$ cat src/rtl/tga_pkg.sv
package tga_pkg;

  // Header layout and format codes
  localparam int unsigned HEADER_BYTES = 18;
  localparam logic [7:0] TYPE_TRUE_COLOUR = 8'd2;
  localparam logic [7:0] TYPE_GREY = 8'd3;
  localparam logic [7:0] DEPTH_32 = 8'd32;
  localparam logic [7:0] DEPTH_24 = 8'd24;
  localparam logic [7:0] DEPTH_8 = 8'd8;
  localparam int unsigned DESC_TOP_LEFT_BIT = 5;
  localparam logic [7:0] ALPHA_OPAQUE = 8'hFF;

  typedef enum logic {
    KIND_PIXEL  = 1'b0,
    KIND_STATUS = 1'b1
  } tga_kind_t;

  typedef enum logic [2:0] {
    ST_OK           = 3'd0,
    ST_HEADER_SHORT = 3'd1,
    ST_BAD_TYPE     = 3'd2,
    ST_ZERO_SIZE    = 3'd3,
    ST_TRUNCATED    = 3'd4,
    ST_BAD_DEPTH    = 3'd5
  } tga_status_t;

  typedef struct packed {
    tga_kind_t   item_kind;
    logic [7:0]  red;
    logic [7:0]  green;
    logic [7:0]  blue;
    logic [7:0]  alpha;
    logic [15:0] dest_column;
    logic [15:0] dest_row;
    tga_status_t status_code;
    logic [15:0] image_width;
    logic [15:0] image_height;
    logic        final_item;
  } tga_item_t;

endpackage

$ cat src/rtl/tga_byte_if.sv
interface tga_byte_if;
  logic       valid;
  logic       ready;
  logic [7:0] data_byte;
  logic       end_of_file;

  modport source (output valid, data_byte, end_of_file, input ready);
  modport sink (input valid, data_byte, end_of_file, output ready);
endinterface

$ cat src/rtl/tga_item_if.sv
interface tga_item_if;
  logic        valid;
  logic        ready;
  logic        item_kind;
  logic [7:0]  red;
  logic [7:0]  green;
  logic [7:0]  blue;
  logic [7:0]  alpha;
  logic [15:0] dest_column;
  logic [15:0] dest_row;
  logic [2:0]  status_code;
  logic [15:0] image_width;
  logic [15:0] image_height;
  logic        final_item;

  modport source (
    output valid, item_kind, red, green, blue, alpha, dest_column, dest_row,
           status_code, image_width, image_height, final_item,
    input  ready
  );
  modport sink (
    input  valid, item_kind, red, green, blue, alpha, dest_column, dest_row,
           status_code, image_width, image_height, final_item,
    output ready
  );
endinterface

$ cat src/rtl/tga_stream_pixel_decoder.sv
// Streaming decoder for uncompressed TGA files (true colour or greyscale at
// 32, 24 or 8 bits per pixel). One file byte is taken per cycle while the
// result queue has room; a pixel item is queued as its last byte is accepted,
// tagged with its destination column and row (row mirrored unless descriptor
// bit 5 is set), so no frame buffer is needed. The byte flagged end_of_file
// also produces a status item, after any pixel it completes; discard all
// pixels of a file whose status is not ok. Results pass through a four-entry
// queue, and the byte input stalls while fewer than two queue slots are free:
// with a sink that takes one item per cycle the block sustains one byte per
// cycle, and a last byte that both finishes a pixel and ends the file pushes
// two items at once. After the status item the decoder is ready for a new file.
module tga_stream_pixel_decoder import tga_pkg::*; (
  input  logic       clk,
  input  logic       rst,
  tga_byte_if.sink   data,
  tga_item_if.source result
);

  localparam logic [4:0] HDR_ID_LEN     = 5'd0;
  localparam logic [4:0] HDR_MAP_TYPE   = 5'd1;
  localparam logic [4:0] HDR_IMAGE_TYPE = 5'd2;
  localparam logic [4:0] HDR_WIDTH_LO   = 5'd12;
  localparam logic [4:0] HDR_WIDTH_HI   = 5'd13;
  localparam logic [4:0] HDR_HEIGHT_LO  = 5'd14;
  localparam logic [4:0] HDR_HEIGHT_HI  = 5'd15;
  localparam logic [4:0] HDR_DEPTH      = 5'd16;
  localparam logic [4:0] HDR_DESCRIPTOR = 5'd17;
  localparam logic [4:0] HDR_DONE       = 5'(HEADER_BYTES);

  logic [4:0]  header_position, header_position_next;
  logic [7:0]  id_skip_left, id_skip_left_next;
  logic [7:0]  map_type_seen, map_type_seen_next;
  logic [7:0]  kind_of_image, kind_of_image_next;
  logic [15:0] width_seen, width_seen_next;
  logic [15:0] height_seen, height_seen_next;
  logic [7:0]  depth_seen, depth_seen_next;
  logic [7:0]  descriptor_seen, descriptor_seen_next;
  logic [23:0] pixel_assembly, pixel_assembly_next;
  logic [4:0]  byte_in_pixel, byte_in_pixel_next;
  logic [15:0] column_count, column_count_next;
  logic [15:0] row_count, row_count_next;

  logic        accept;
  logic        room;
  logic [4:0]  bpp_bytes;
  logic        pixel_phase;
  logic        last_of_pixel;
  logic [16:0] column_inc;
  logic        pixel_emit;
  logic        status_emit;
  logic [1:0]  push_count;
  tga_item_t   pixel_item;
  tga_item_t   status_item;
  tga_item_t   first;
  tga_item_t   second;
  tga_status_t status;

  function automatic logic type_ok(input logic [7:0] map_type, input logic [7:0] kind);
    return (map_type == 8'd0) && (kind == TYPE_TRUE_COLOUR || kind == TYPE_GREY);
  endfunction

  function automatic logic depth_ok(input logic [7:0] depth);
    return depth == DEPTH_32 || depth == DEPTH_24 || depth == DEPTH_8;
  endfunction

  assign accept = data.valid && data.ready;
  assign data.ready = room;
  assign bpp_bytes = depth_seen[7:3];
  assign pixel_phase = (header_position >= HDR_DONE) && (id_skip_left == 8'd0) &&
                       type_ok(map_type_seen, kind_of_image) &&
                       (width_seen != 16'd0) && (height_seen != 16'd0) &&
                       (bpp_bytes != 5'd0) && (row_count < height_seen);
  assign last_of_pixel = ({1'b0, byte_in_pixel} + 6'd1) >= {1'b0, bpp_bytes};
  assign column_inc = {1'b0, column_count} + 17'd1;

  // Build the pixel from the gathered bytes and the current one
  always_comb begin
    pixel_item = '0;
    pixel_item.item_kind = KIND_PIXEL;
    pixel_item.status_code = ST_OK;
    pixel_item.dest_column = column_count;
    pixel_item.dest_row = descriptor_seen[DESC_TOP_LEFT_BIT] ? row_count
                          : (height_seen - 16'd1 - row_count);
    pixel_item.image_width = width_seen;
    pixel_item.image_height = height_seen;
    pixel_item.final_item = 1'b0;
    if (depth_seen == DEPTH_8) begin
      pixel_item.red = data.data_byte;
      pixel_item.green = data.data_byte;
      pixel_item.blue = data.data_byte;
      pixel_item.alpha = ALPHA_OPAQUE;
    end else if (depth_seen == DEPTH_24) begin
      pixel_item.blue = pixel_assembly[7:0];
      pixel_item.green = pixel_assembly[15:8];
      pixel_item.red = data.data_byte;
      pixel_item.alpha = ALPHA_OPAQUE;
    end else begin
      pixel_item.blue = pixel_assembly[7:0];
      pixel_item.green = pixel_assembly[15:8];
      pixel_item.red = pixel_assembly[23:16];
      pixel_item.alpha = data.data_byte;
    end
  end

  // Advance the parser on each accepted byte
  always_comb begin
    header_position_next = header_position;
    id_skip_left_next = id_skip_left;
    map_type_seen_next = map_type_seen;
    kind_of_image_next = kind_of_image;
    width_seen_next = width_seen;
    height_seen_next = height_seen;
    depth_seen_next = depth_seen;
    descriptor_seen_next = descriptor_seen;
    pixel_assembly_next = pixel_assembly;
    byte_in_pixel_next = byte_in_pixel;
    column_count_next = column_count;
    row_count_next = row_count;
    pixel_emit = 1'b0;
    if (accept) begin
      if (header_position < HDR_DONE) begin
        unique case (header_position)
          HDR_ID_LEN:     id_skip_left_next = data.data_byte;
          HDR_MAP_TYPE:   map_type_seen_next = data.data_byte;
          HDR_IMAGE_TYPE: kind_of_image_next = data.data_byte;
          HDR_WIDTH_LO:   width_seen_next[7:0] = data.data_byte;
          HDR_WIDTH_HI:   width_seen_next[15:8] = data.data_byte;
          HDR_HEIGHT_LO:  height_seen_next[7:0] = data.data_byte;
          HDR_HEIGHT_HI:  height_seen_next[15:8] = data.data_byte;
          HDR_DEPTH:      depth_seen_next = data.data_byte;
          HDR_DESCRIPTOR: descriptor_seen_next = data.data_byte;
          default: ;
        endcase
        header_position_next = header_position + 5'd1;
      end else if (id_skip_left != 8'd0) begin
        id_skip_left_next = id_skip_left - 8'd1;
      end else if (pixel_phase) begin
        if (last_of_pixel) begin
          pixel_emit = depth_ok(depth_seen);
          pixel_assembly_next = '0;
          byte_in_pixel_next = '0;
          if (column_inc >= {1'b0, width_seen}) begin
            column_count_next = '0;
            row_count_next = row_count + 16'd1;
          end else begin
            column_count_next = column_inc[15:0];
          end
        end else begin
          case (byte_in_pixel)
            5'd0: pixel_assembly_next[7:0] = data.data_byte;
            5'd1: pixel_assembly_next[15:8] = data.data_byte;
            5'd2: pixel_assembly_next[23:16] = data.data_byte;
            default: ;
          endcase
          byte_in_pixel_next = byte_in_pixel + 5'd1;
        end
      end
    end
  end

  // Judge the file from the state it leaves
  always_comb begin
    if (header_position_next < HDR_DONE) begin
      status = ST_HEADER_SHORT;
    end else if (!type_ok(map_type_seen_next, kind_of_image_next)) begin
      status = ST_BAD_TYPE;
    end else if (width_seen_next == 16'd0 || height_seen_next == 16'd0) begin
      status = ST_ZERO_SIZE;
    end else if (id_skip_left_next != 8'd0 ||
                 (depth_seen_next[7:3] != 5'd0 && row_count_next < height_seen_next)) begin
      status = ST_TRUNCATED;
    end else if (!depth_ok(depth_seen_next)) begin
      status = ST_BAD_DEPTH;
    end else begin
      status = ST_OK;
    end
    status_item = '0;
    status_item.item_kind = KIND_STATUS;
    status_item.status_code = status;
    status_item.final_item = 1'b1;
    if (status != ST_HEADER_SHORT) begin
      status_item.image_width = width_seen_next;
      status_item.image_height = height_seen_next;
    end
  end

  // Order the transactions: pixel first, then status
  assign status_emit = accept && data.end_of_file;
  assign push_count = {1'b0, pixel_emit} + {1'b0, status_emit};
  assign first = pixel_emit ? pixel_item : status_item;
  assign second = status_item;

  // Hold parser state; drop it all after the last byte
  always_ff @(posedge clk) begin
    if (rst || status_emit) begin
      header_position <= '0;
      id_skip_left <= '0;
      map_type_seen <= '0;
      kind_of_image <= '0;
      width_seen <= '0;
      height_seen <= '0;
      depth_seen <= '0;
      descriptor_seen <= '0;
      pixel_assembly <= '0;
      byte_in_pixel <= '0;
      column_count <= '0;
      row_count <= '0;
    end else begin
      header_position <= header_position_next;
      id_skip_left <= id_skip_left_next;
      map_type_seen <= map_type_seen_next;
      kind_of_image <= kind_of_image_next;
      width_seen <= width_seen_next;
      height_seen <= height_seen_next;
      depth_seen <= depth_seen_next;
      descriptor_seen <= descriptor_seen_next;
      pixel_assembly <= pixel_assembly_next;
      byte_in_pixel <= byte_in_pixel_next;
      column_count <= column_count_next;
      row_count <= row_count_next;
    end
  end

  tga_result_queue u_queue (
    .clk        (clk),
    .rst        (rst),
    .push_count (push_count),
    .first      (first),
    .second     (second),
    .room       (room),
    .result     (result)
  );

  // A final byte always restarts the header
  assert property (@(posedge clk) disable iff (rst)
    accept && data.end_of_file |=> header_position == 5'd0)
    else $error("parser not cleared after final byte");

  // The column stays inside the image once the header is complete
  assert property (@(posedge clk) disable iff (rst)
    (header_position == HDR_DONE) && (width_seen != 16'd0) |-> column_count < width_seen)
    else $error("column count ran past image width");

  // The input only stalls when results are waiting
  assert property (@(posedge clk) disable iff (rst)
    !data.ready |-> result.valid)
    else $error("input stalled with empty result queue");

  // A pixel never shows up in the same transaction as a pushed-out header
  assert property (@(posedge clk) disable iff (rst)
    pixel_emit |-> header_position == HDR_DONE && id_skip_left == 8'd0)
    else $error("pixel produced outside pixel data");

endmodule

$ cat src/rtl/tga_result_queue.sv
module tga_result_queue import tga_pkg::*; (
  input  logic             clk,
  input  logic             rst,
  input  logic [1:0]       push_count,
  input  tga_item_t        first,
  input  tga_item_t        second,
  output logic             room,
  tga_item_if.source       result
);

  logic [1:0] wr_ptr;
  logic [1:0] rd_ptr;
  logic [2:0] count;
  logic       pop;
  tga_item_t  slots [4];
  tga_item_t  head;

  assign pop = result.valid && result.ready;
  // Leave space for the worst case of two items from one byte
  assign room = (count <= 3'd2);

  // Hold pointers and fill level
  always_ff @(posedge clk) begin
    if (rst) begin
      wr_ptr <= 2'd0;
      rd_ptr <= 2'd0;
      count <= 3'd0;
    end else begin
      wr_ptr <= wr_ptr + push_count;
      rd_ptr <= rd_ptr + {1'b0, pop};
      count <= count + {1'b0, push_count} - {2'b00, pop};
    end
  end

  // Write up to two transactions in order
  always_ff @(posedge clk) begin
    if (push_count != 2'd0) begin
      slots[wr_ptr] <= first;
    end
    if (push_count == 2'd2) begin
      slots[wr_ptr + 2'd1] <= second;
    end
  end

  // Present the oldest entry
  assign head = slots[rd_ptr];
  assign result.valid = (count != 3'd0);
  assign result.item_kind = head.item_kind;
  assign result.red = head.red;
  assign result.green = head.green;
  assign result.blue = head.blue;
  assign result.alpha = head.alpha;
  assign result.dest_column = head.dest_column;
  assign result.dest_row = head.dest_row;
  assign result.status_code = head.status_code;
  assign result.image_width = head.image_width;
  assign result.image_height = head.image_height;
  assign result.final_item = head.final_item;

endmodule

$ cat src/flat_wrapper.sv
// flat-port wrapper written by rule: the top's interface ports become plain ports
module tga_stream_pixel_decoder_flat import tga_pkg::*;
  (clk, rst, data_valid, data_data_byte, data_end_of_file, data_ready, result_valid, result_item_kind, result_red, result_green, result_blue, result_alpha, result_dest_column, result_dest_row, result_status_code, result_image_width, result_image_height, result_final_item, result_ready);
  tga_byte_if data_i ();
  tga_item_if result_i ();
  input  logic clk;
  input  logic rst;
  input wire logic [$bits(data_i.valid)-1:0] data_valid;
  input wire logic [$bits(data_i.data_byte)-1:0] data_data_byte;
  input wire logic [$bits(data_i.end_of_file)-1:0] data_end_of_file;
  output wire logic [$bits(data_i.ready)-1:0] data_ready;
  output wire logic [$bits(result_i.valid)-1:0] result_valid;
  output wire logic [$bits(result_i.item_kind)-1:0] result_item_kind;
  output wire logic [$bits(result_i.red)-1:0] result_red;
  output wire logic [$bits(result_i.green)-1:0] result_green;
  output wire logic [$bits(result_i.blue)-1:0] result_blue;
  output wire logic [$bits(result_i.alpha)-1:0] result_alpha;
  output wire logic [$bits(result_i.dest_column)-1:0] result_dest_column;
  output wire logic [$bits(result_i.dest_row)-1:0] result_dest_row;
  output wire logic [$bits(result_i.status_code)-1:0] result_status_code;
  output wire logic [$bits(result_i.image_width)-1:0] result_image_width;
  output wire logic [$bits(result_i.image_height)-1:0] result_image_height;
  output wire logic [$bits(result_i.final_item)-1:0] result_final_item;
  input wire logic [$bits(result_i.ready)-1:0] result_ready;
  assign data_i.valid = data_valid;
  assign data_i.data_byte = data_data_byte;
  assign data_i.end_of_file = data_end_of_file;
  assign data_ready = data_i.ready;
  assign result_valid = result_i.valid;
  assign result_item_kind = result_i.item_kind;
  assign result_red = result_i.red;
  assign result_green = result_i.green;
  assign result_blue = result_i.blue;
  assign result_alpha = result_i.alpha;
  assign result_dest_column = result_i.dest_column;
  assign result_dest_row = result_i.dest_row;
  assign result_status_code = result_i.status_code;
  assign result_image_width = result_i.image_width;
  assign result_image_height = result_i.image_height;
  assign result_final_item = result_i.final_item;
  assign result_i.ready = result_ready;
  tga_stream_pixel_decoder u_core (.clk(clk), .rst(rst), .data(data_i), .result(result_i));
endmodule
$ cat config.mk
export PLATFORM = sky130hd
export DESIGN_NAME = tga_stream_pixel_decoder_flat
export DESIGN_NICKNAME = d
export VERILOG_FILES = /design/src/rtl/tga_pkg.sv /design/src/rtl/tga_byte_if.sv /design/src/rtl/tga_item_if.sv /design/src/rtl/tga_stream_pixel_decoder.sv /design/src/rtl/tga_result_queue.sv /design/src/flat_wrapper.sv
export SDC_FILE = /design/constraint.sdc
export NUM_CORES = 1
export LEC_CHECK = 0
export BUFFER_PORTS_ARGS = -buffer_cell sky130_fd_sc_hd__buf_2
export CAP_MARGIN = 15
export CORE_MARGIN = 2
export CORE_UTILIZATION = 40
export DETAILED_ROUTE_END_ITERATION = 8
export PLACE_DENSITY = 0.62
export SLEW_MARGIN = 20
export SYNTH_ARGS = -nofsm -noshare
export SYNTH_HDL_FRONTEND = slang
export SYNTH_SLANG_ARGS = --single-unit
$ cat constraint.sdc
create_clock -name clk -period 5.47 [get_ports clk]
set_clock_uncertainty 0.2 [all_clocks]
set_input_delay 1.641 -clock clk [delete_from_list [all_inputs] [get_ports clk]]
set_output_delay 1.641 -clock clk [all_outputs]
set_load 0.03 [all_outputs]
==> metrics <==
clock-pin slew on the worst setup and hold paths=0.06 ns; global-route wire length before repair=107000 um; Peak supply drop=239 uV; #FFs+latches synth=537; HPWL Detailed=46500 um; CTS Buffer Depth=3; Distinct cells, synth=76; worst-margin pin slew=1.02 ns; CTS tree=built; 1st-iter DRT viols=1548; CP peak stage delay=0.55 ns; grt ovf=0; Initial Utilization=40.4%; Final Max Slew Viols=0; Crit. End Element=flip-flop; Max Cap Viol=0; final WL=69800 um; status=finished with violations; Critical Path AT=5.68 ns; CTS buffer count=56; largest net degree at the start of global routing=65; full die area=0.0628 mm^2; Lkg Pwr=10.6 nW; top area cells in the synthesized netlist=dfxtp_1 (33%), edfxtp_1 (17%), mux4_2 (9.3%); fin crit share=101%; syn avg cell area=10.1 um^2; critical path type=reg2reg; area grow syn2layout=17.2%; H-tree depth=2; CP max stage cell=or4b_4; EDFF count, synth=140; row cnt=90; drt wl/cell=20.7 um; CP Launch Type=flip-flop; crit path time final=5.51 ns; initial antenna violation count=1; Worst-Skew Late Latency=0.63 ns; Hold WC Path Type=reg2reg; router iterations before antenna repair=6; Inserted Diodes=0; PortBufs=115; Die X=251 um; Critical Path Most Common Cell=a21oi_2; Area after DPL=0.0263 mm^2; Die H=251 um; CTS Sinks=537; final worst slack=-0.0402 ns; Final ANT Viol Nets=0; Critical Path RT=5.64 ns; nets@finish=2643; Tot Pwr=9.61 mW; Final setup viols=4; All-Layer GR Usage=21.7%; final design area excluding fillers=0.0285 mm^2; Cells after Synth=2400; failing checks=negative setup slack; Synth top area share=32.7%; CTS Hold Bufs=0; total core area=0.0602 mm^2; vias in the first global route=18700; PD cells=337 mW/mm^2; Ys Warns=0; crit-path max FO=5; Syn Nets=2501; sequential-to-total area share from yosys stat=49.9%; pre-CTS WS=-0.310 ns; post-layout util=47.3%; Buf/Inv on CP=2; main flop type after synthesis=dfxtp_1; Via density=5.60; Hold Fails Final Rpt=0; Routability Congestion=0.933; I/O pin count=116; vias post-DR=18900; fraction of layout cells with a size suffix above 1=20.5%; ys async rst share=0%; RSZ-0062 raised after global routing=true; Max Freq=181 MHz; Synth area leader=dfxtp_1; drc violations=0; max_slew headroom=31.8%; post-synthesis cell area=0.0243 mm^2; most instantiated library cell after synthesis=dfxtp_1; Post-synth top cells=dfxtp_1 (397), nand2_1 (301), nor2_1 (293); family with the most delay on the worst path=simple AND/OR/NAND/NOR gates; clk root buf=clkbuf_16
## tightest hold or removal path: stages (launching register included)
cell and delay [ns]:
dfxtp_1 0.32, nand2_1 0.04, o21ai_0 0.05
## registers in the layout, indices dropped and copies added, names as in the netlist
register	cells
u_core.u_queue.slots	400
u_core.pixel_assembly	24
u_core.column_count	16
u_core.height_seen	16
u_core.row_count	16
u_core.width_seen	16
u_core.depth_seen	8
u_core.id_skip_left	8
u_core.map_type_seen	8
u_core.kind_of_image	7
u_core.byte_in_pixel	5
u_core.header_position	5
u_core.u_queue.count	3
u_core.u_queue.rd_ptr	2
u_core.u_queue.wr_ptr	2
u_core.descriptor_seen	1
## metal layers
metal  vias up  routed length, um  global-route usage (%)
met1      9393              30600                    29.2
met4         0               1200                    4.93
met3        88               3800                    3.24
met2       571              34200                    37.1
met5         -                  0                       0
li1       8811                  -                       -
## worst paths after layout
kind	startpoint	to	slack [ns]	cells past startpoint
hold reg to reg	u_core.u_queue.slots[3][72]	u_core.u_queue.slots[3][72]	0.25	2
hold / removal	u_core.u_queue.slots[3][72]	u_core.u_queue.slots[3][72]	0.25	2
setup reg to reg	u_core.column_count[0]	u_core.u_queue.slots[3][33]	-0.04	27
setup / recovery	u_core.column_count[0]	u_core.u_queue.slots[3][33]	-0.04	27
## metrics by stage
step | cells | setup TNS [ns] | hold WS (ns)
2_1_floorplan | 2400 | 0 | 0.218
3_3_place_gp | 3256 | -0.766 | 0.228
6_report | 3368 | -0.133 | 0.247
3_5_place_dp | 3256 | -1.69 | 0.234
5_1_grt | 3368 | -1.49 | 0.266
4_1_cts | 3358 | 0 | 0.246
## power by group
group	leakage, nW	switching (mW)	internal (mW)
clock network	0.950	1.62	2.33
registers	4.51	0.107	4.15
logic	5.18	0.902	0.515
total	10.6	2.62	6.99
## cell type report
type                            instances  area (um^2)
Timing Repair Buffer                  247         1650
Inverter                               79          300
Clock buffer                           76         1630
Sequential cell                       537        12200
Multi-Input combinational cell       1621        11500
Fill cell                            5462        31700
Tap cell                              782          978
Clock inverter                         26          299
## cell usage in the layout (no fill, tap or decap), types with 9 or more instances in the layout
cell type  instances
clkbuf_16         59
nand2_1          296
nor2_1           285
nor3_1            14
a21o_1            10
nor4_1            16
dfxtp_1          393
nand3_1           76
mux2_2            26
inv_1             77
nand3b_1           9
nor2b_1           29
mux2i_1           58
edfxtp_1         140
buf_2            115
xnor2_1           33
xor2_1            17
o21ai_0          221
a21oi_1           89
clkinv_2          10
nand4_1           19
mux4_2           100
buf_4            124
clkbuf_8           9
a22o_1            71
ha_1              85
## cell families after synthesis
kind of cell,synth area share [%]
AND/OR/NAND/NOR,15.4
flip-flops,49.9
AO/OA/AOI/OAI,11.4
buffers and inverters,3.83
multiplexers,12.8
adder cells (fa/ha/maj),4.59
XOR/XNOR,1.94
## what timing repair did
action / CTS / global route
pin swaps: 3 / 27
gates resized for setup: 10 / 46
endpoints found under the hold margin: 0 / 0
endpoints found under the setup margin: 8 / 8
setup buffers: 0 / 10
Note: power is estimated with default switching activity, not from simulation.
